==> config.mk <==
export PLATFORM = sky130hd
export DESIGN_NAME = backing_store_region_map
export DESIGN_NICKNAME = d
export VERILOG_FILES = /design/src/bsrm_pkg.sv /design/src/backing_store_region_map.sv /design/src/bsrm_cell.sv
export SDC_FILE = /design/constraint.sdc
export NUM_CORES = 2
export LEC_CHECK = 0
export BUFFER_PORTS_ARGS = -buffer_cell sky130_fd_sc_hd__buf_2
export CORE_MARGIN = 5
export CORE_UTILIZATION = 40
export DETAILED_ROUTE_END_ITERATION = 6
export SLEW_MARGIN = 20
export SYNTH_ARGS = -nofsm -noshare
export SYNTH_HDL_FRONTEND = slang
export SYNTH_SLANG_ARGS = --single-unit
export TNS_END_PERCENT = 30
==> constraint.sdc <==
create_clock -name i_clk -period 13.79 [get_ports i_clk]
set_clock_uncertainty 0.15 [all_clocks]
set_input_delay 1.379 -clock i_clk [delete_from_list [all_inputs] [get_ports i_clk]]
set_output_delay 1.379 -clock i_clk [all_outputs]
set_load 0.02 [all_outputs]
==> src/bsrm_pkg.sv <==
// Shared types and constants for the backing store region map.
package bsrm_pkg;

    localparam int STORE_W    = 4;
    localparam int PAGE_W     = 20;
    localparam int SIZE_W     = 21;
    localparam int PID_W      = 8;
    localparam int ADDR_W     = 32;
    localparam int PAGE_SHIFT = 12;

    typedef enum logic [1:0] {
        FN_FIND_FREE = 2'd0,
        FN_FREE      = 2'd1,
        FN_MAP       = 2'd2,
        FN_LOOKUP    = 2'd3
    } t_func;

    typedef struct packed {
        t_func               func;
        logic [STORE_W-1:0]  store_id;
        logic [PID_W-1:0]    pid;
        logic [PAGE_W-1:0]   base_page;
        logic [PAGE_W-1:0]   page_count;
        logic [ADDR_W-1:0]   vaddr;
    } t_in_item;

    typedef struct packed {
        logic                status;
        logic [STORE_W-1:0]  store_out;
        logic [PAGE_W-1:0]   page_offset;
    } t_out_item;

    // Request plus partial answer, handed from cell to cell.
    typedef struct packed {
        logic                valid;
        t_func               func;
        logic [STORE_W-1:0]  store_id;
        logic [PID_W-1:0]    pid;
        logic [PAGE_W-1:0]   base_page;
        logic [PAGE_W-1:0]   page_count;
        logic [PAGE_W-1:0]   vpn;
        logic                map_ok;
        logic                found;
        logic [STORE_W-1:0]  store_out;
        logic [PAGE_W-1:0]   page_offset;
    } t_tok;

endpackage

==> src/backing_store_region_map.sv <==
// Top level of the backing store region map: a chain of entry cells and the result register.
//
// The table is a row of NUM_STORES cells, one entry per cell, all taken out of reset as
// unmapped with a page count of DEFAULT_PAGES. An accepted request becomes a token that
// walks the row one cell per clock while it is not held, lowest index first; each cell
// checks its own entry, updates it on a free or map addressed to it, and claims the token
// for find free or lookup when no lower cell has already done so. The token is registered
// in each cell and then in the result register, which drives the output; a new request is
// taken in the cycle after the token leaves the last cell, so the block does not take a new
// request before the last one has left the row. One request is in the row at a time, so
// every request sees the table as the previous one left it. The result register decouples
// the two sides: the next request is taken while a finished result still waits for
// its transfer, and the token only holds in the last cell if that result has not yet been
// taken. Find free reports the lowest unmapped index without reserving it; map with an
// out-of-range store or process, free of an unmapped or out-of-range entry, a full table
// and a lookup miss all answer with status set and zero store and offset.
module backing_store_region_map
    import bsrm_pkg::*;
#(
    parameter int NUM_STORES    = 8,
    parameter int DEFAULT_PAGES = 256,
    parameter int MAX_PROCS     = 64
) (
    input  logic      i_clk,
    input  logic      i_rst_n,
    input  logic      i_in_valid,
    output logic      o_in_ready,
    input  t_in_item  i_in,
    output logic      o_out_valid,
    input  logic      i_out_ready,
    output t_out_item o_out
);

    t_tok       w_tok [NUM_STORES+1];
    t_tok       w_head;
    logic       w_accept;
    logic       w_advance;
    logic       w_last_hold;
    logic       r_busy;
    logic       r_out_valid;
    t_out_item  r_out;

    assign o_in_ready = !r_busy;
    assign w_accept   = i_in_valid && o_in_ready;

    // Result register is free when empty or when its result transfers this cycle.
    assign w_advance   = !r_out_valid || i_out_ready;
    assign w_last_hold = w_tok[NUM_STORES].valid && !w_advance;

    // Build the token that enters the first cell.
    always_comb begin
        w_head.valid       = w_accept;
        w_head.func        = i_in.func;
        w_head.store_id    = i_in.store_id;
        w_head.pid         = i_in.pid;
        w_head.base_page   = i_in.base_page;
        w_head.page_count  = i_in.page_count;
        w_head.vpn         = i_in.vaddr[PAGE_SHIFT +: PAGE_W];
        w_head.map_ok      = ({1'b0, i_in.pid} < (PID_W+1)'(MAX_PROCS));
        w_head.found       = 1'b0;
        w_head.store_out   = '0;
        w_head.page_offset = '0;
    end

    assign w_tok[0] = w_head;

    // Only the last cell can hold; earlier cells are empty while it does.
    genvar g;
    generate
        for (g = 0; g < NUM_STORES; g++) begin : g_cell
            bsrm_cell #(
                .IDX           (g),
                .DEFAULT_PAGES (DEFAULT_PAGES)
            ) u_cell (
                .i_clk   (i_clk),
                .i_rst_n (i_rst_n),
                .i_hold  ((g == NUM_STORES - 1) ? w_last_hold : 1'b0),
                .i_tok   (w_tok[g]),
                .o_tok   (w_tok[g+1])
            );
        end
    endgenerate

    // Busy from the input transfer until the token drops into the result register.
    always_ff @(posedge i_clk) begin
        if (!i_rst_n) begin
            r_busy <= 1'b0;
        end else if (w_accept) begin
            r_busy <= 1'b1;
        end else if (w_tok[NUM_STORES].valid && w_advance) begin
            r_busy <= 1'b0;
        end
    end

    always_ff @(posedge i_clk) begin
        if (!i_rst_n) begin
            r_out_valid <= 1'b0;
        end else if (w_advance) begin
            r_out_valid <= w_tok[NUM_STORES].valid;
        end
    end

    always_ff @(posedge i_clk) begin
        if (w_advance && w_tok[NUM_STORES].valid) begin
            r_out.status      <= !w_tok[NUM_STORES].found;
            r_out.store_out   <= w_tok[NUM_STORES].store_out;
            r_out.page_offset <= w_tok[NUM_STORES].page_offset;
        end
    end

    assign o_out_valid = r_out_valid;
    assign o_out       = r_out;

endmodule

==> src/bsrm_cell.sv <==
// One table entry plus the token register that feeds the next cell.
module bsrm_cell
    import bsrm_pkg::*;
#(
    parameter int IDX           = 0,
    parameter int DEFAULT_PAGES = 256
) (
    input  logic  i_clk,
    input  logic  i_rst_n,
    input  logic  i_hold,
    input  t_tok  i_tok,
    output t_tok  o_tok
);

    logic               r_mapped;
    logic [PID_W-1:0]   r_owner;
    logic [PAGE_W-1:0]  r_first;
    logic [SIZE_W-1:0]  r_size;
    t_tok               r_tok;

    logic               n_mapped;
    logic [PID_W-1:0]   n_owner;
    logic [PAGE_W-1:0]  n_first;
    logic [SIZE_W-1:0]  n_size;
    t_tok               n_tok;

    logic               w_sel;
    logic               w_hit;
    logic [SIZE_W:0]    w_end;

    assign w_sel = (i_tok.store_id == STORE_W'(IDX));
    assign w_end = {2'b00, r_first} + {1'b0, r_size};
    assign w_hit = r_mapped && (r_owner == i_tok.pid) && (r_first <= i_tok.vpn)
                   && (w_end > {2'b00, i_tok.vpn});

    always_comb begin
        n_tok    = i_tok;
        n_mapped = r_mapped;
        n_owner  = r_owner;
        n_first  = r_first;
        n_size   = r_size;
        if (i_tok.valid) begin
            case (i_tok.func)
                FN_FIND_FREE: begin
                    if (!i_tok.found && !r_mapped) begin
                        n_tok.found     = 1'b1;
                        n_tok.store_out = STORE_W'(IDX);
                    end
                end
                FN_FREE: begin
                    if (w_sel && r_mapped) begin
                        n_tok.found = 1'b1;
                        n_mapped    = 1'b0;
                        n_owner     = '0;
                        n_first     = '0;
                        n_size      = SIZE_W'(DEFAULT_PAGES);
                    end
                end
                FN_MAP: begin
                    if (w_sel && i_tok.map_ok) begin
                        n_tok.found = 1'b1;
                        n_mapped    = 1'b1;
                        n_owner     = i_tok.pid;
                        n_first     = i_tok.base_page;
                        n_size      = {1'b0, i_tok.page_count};
                    end
                end
                FN_LOOKUP: begin
                    if (!i_tok.found && w_hit) begin
                        n_tok.found       = 1'b1;
                        n_tok.store_out   = STORE_W'(IDX);
                        n_tok.page_offset = i_tok.vpn - r_first;
                    end
                end
                default: begin
                    n_tok = i_tok;
                end
            endcase
        end
    end

    always_ff @(posedge i_clk) begin
        if (!i_rst_n) begin
            r_mapped <= 1'b0;
            r_owner  <= '0;
            r_first  <= '0;
            r_size   <= SIZE_W'(DEFAULT_PAGES);
        end else if (!i_hold) begin
            r_mapped <= n_mapped;
            r_owner  <= n_owner;
            r_first  <= n_first;
            r_size   <= n_size;
        end
    end

    always_ff @(posedge i_clk) begin
        if (!i_rst_n) begin
            r_tok.valid <= 1'b0;
        end else if (!i_hold) begin
            r_tok <= n_tok;
        end
    end

    assign o_tok = r_tok;

endmodule
==> run summary <==
outcome: finished, final reports clean
Peak VDD IR: 0.0898 mV
final count of pins violating max slew: 0
worst setup margin: 7.35 ns
arrival time worst endpoint: 6.76 ns
top cell family by delay on the critical path: compound AO/OA/AOI/OAI gates
clock buffer depth: 3
EDFF count, synth: 734
layout cells sized above 1: 7.67%
std cell rows: 141
DR iter-0 viols: 1,860
final setup fails: 0
FILL cells: 13,800
Multi-input gate area: 0.0267 mm2
CP Capture Type: register
commonest non-fill, non-tap cells in the layout: edfxtp_1 (734), a21oi_1 (687), nand2_1 (604)
crit share post-route: 46.7%
drt via density: 5.29
CTS H-tree depth: 3
Ports: 117
clk sinks: 1,136
clock transition at the registers of the reported paths: 0.06 ns
number of setup buffers added after CTS: 0
Mapped Nets: 6,376
dominant synthesized flop cell: edfxtp_1
Yosys cell types: 86
commonest non-fill, non-tap cell in the layout: edfxtp_1
worst-margin pin slew: 1.06 ns
HP Class: register to register
Mapped Cells: 5,757
Largest stage delay, worst path: 0.71 ns
required time of the worst setup path: 14.10 ns
Post-Layout Cell Count: 7,850
DP HPWL: 108,000 um
die area: 0.156 mm2
Slew HR: 29.3%
clk_lat worst skew: 0.73 ns
FF/Latch Area: 0.0301 mm2
# diodes: 0
Die Height: 395 um
Starting Density: 40.2%
cell count after placement: 7,632
RSZ-0062 raised after global routing: false
I/O Buffers: 103
CTS Hold Buffers Added: 0
Design Area, Final: 0.0659 mm2
crit path max fanout: 33
CTS tree: built
max-cap viol count: 0
wire length of the first global-routing pass: 224,000 um
Die W: 395 um
Cell Chain, Critical Path: ha_1 > inv_1 > fa_1 > nor2b_1 > o31a_1 > o41ai_1 > a21oi_1 > a41oi_1 > o21ai_0 > xor2_1 > ha_1 > nand4_1 > nor4_1 > o31ai_1 > o211ai_1 > a21oi_1 > o22ai_1 > nand3_1 > buf_4 > mux2_2
Synth warnings: 0
GRT Util Overall: 17.8%
FFs w/ async S/R, synth: 0%
Yosys reg bits: 1,136
Total Power: 7.80 mW
final wirelength: 142,000 um
cell area after synthesis: 0.0593 mm2
FMAX: 155 MHz
Hold Slack: 0.269 ns
Root Buffer: clkbuf_16
syn avg cell area: 10.3 um2
WL per Instance: 18.1 um
largest net degree at the start of global routing: 91
total grt overflow: 0
GPL Wtd Cong: 0.888
DP Area: 0.0618 mm2
Fin. Hold Viols: 0
PostCTS Resize Cnt: 0
nets@finish: 6,437
Layout Utilization: 44.7%
CP Buf/Inv Count: 2
setup TNS: 0 ns
via count: 41,500
post-synthesis sequential area ratio: 50.8%
Lkg Pwr: 25.5 nW
antenna-violating nets left: 0
TritonCTS buffer count: 114
slowest stage cell, crit path: nor4_1
core box area: 0.147 mm2
CP startpoint kind: register
initial antenna violation count: 2
path type of the worst setup path: register to register
reg2reg setup slack: 7.35 ns
Pre-antenna DRT Iters: 7
min cycle time layout: 6.44 ns
Syn-to-layout area delta: 11.2%
DRC: 0
vias in the first global route: 41,000
setup slack at placement: 7.29 ns
PwrDens: 118 mW/mm2
## cells by family after synthesis
group | after synthesis | synth area share, %
multiplexers | 95 | 1.79
AND/OR/NAND/NOR | 1621 | 13.0
flip-flops | 1136 | 50.8
adder cells (fa/ha/maj) | 529 | 11.4
other | 1 | 0.00633
AO/OA/AOI/OAI | 1390 | 14.1
buffers and inverters | 662 | 4.29
XOR/XNOR | 323 | 4.77
## final timing paths
path | start | to | cells past startpoint
worst max-delay path | g_cell[2].u_cell.r_first[0] | g_cell[2].u_cell.o_tok[3] | 20
worst min-delay path | g_cell[7].u_cell.o_tok[3] | o_out[3] | 0
worst min register to register | g_cell[7].u_cell.o_tok[3] | o_out[3] | 0
worst max register to register | g_cell[2].u_cell.r_first[0] | g_cell[2].u_cell.o_tok[3] | 20
## flip-flops by register name, indices dropped and copies added, names as in the netlist
name,flops
g_cell.u_cell.o_tok,718
g_cell.u_cell.r_first,160
g_cell.u_cell.r_size,160
g_cell.u_cell.r_owner,64
o_out,24
g_cell.u_cell.r_mapped,8
o_out_valid,1
r_busy,1
## Yosys cell counts, types with 16 or more instances
cell | n | area share [%]
a211oi_1 | 34 | 0.43
a21o_1 | 138 | 1.7
a21oi_1 | 688 | 5.8
a31oi_1 | 26 | 0.27
and2_1 | 28 | 0.30
and3_1 | 28 | 0.30
clkbuf_1 | 171 | 1.1
dfxtp_1 | 402 | 14
edfxtp_1 | 734 | 37
fa_1 | 16 | 0.54
ha_1 | 513 | 11
inv_1 | 458 | 2.9
mux2_2 | 80 | 1.5
nand2_1 | 604 | 3.8
nand2b_1 | 56 | 0.59
nand3_1 | 438 | 3.7
nand4_1 | 74 | 0.78
nor2_1 | 186 | 1.2
nor2b_1 | 58 | 0.61
nor3_1 | 47 | 0.40
nor4_1 | 22 | 0.23
o211ai_1 | 22 | 0.28
o21a_1 | 52 | 0.66
o21ai_0 | 195 | 1.6
o21ai_1 | 25 | 0.21
o21bai_1 | 40 | 0.51
o31a_1 | 18 | 0.27
o31ai_1 | 18 | 0.23
xnor2_1 | 217 | 3.2
xor2_1 | 106 | 1.6
## power breakdown
| group | total [mW] | switching [mW] | internal, mW |
|---|---|---|---|
| combinational | 0.526 | 0.333 | 0.193 |
| clock | 3.39 | 1.33 | 2.06 |
| sequential | 3.89 | 0.108 | 3.78 |
| total | 7.80 | 1.77 | 6.03 |
## final cells by class
| class | count | area share [%] |
|---|---|---|
| clock inverters | 65 | 1.49 |
| flip-flops and latches | 1136 | 45.6 |
| inverters | 458 | 2.62 |
| clock buffers | 153 | 4.78 |
| multi-input cells | 3959 | 40.5 |
| repair buffers | 149 | 1.32 |
| well taps | 1930 | 3.66 |
## per-layer routing
layer  up-vias  wire, um  track usage (%)
li1      20800         -                -
met1     19600     63300             23.3
met2       859     67900             30.5
met3       226      5530             2.36
met4         0      5100             5.92
met5         -         0                0
(Power assumes the default switching activity.)
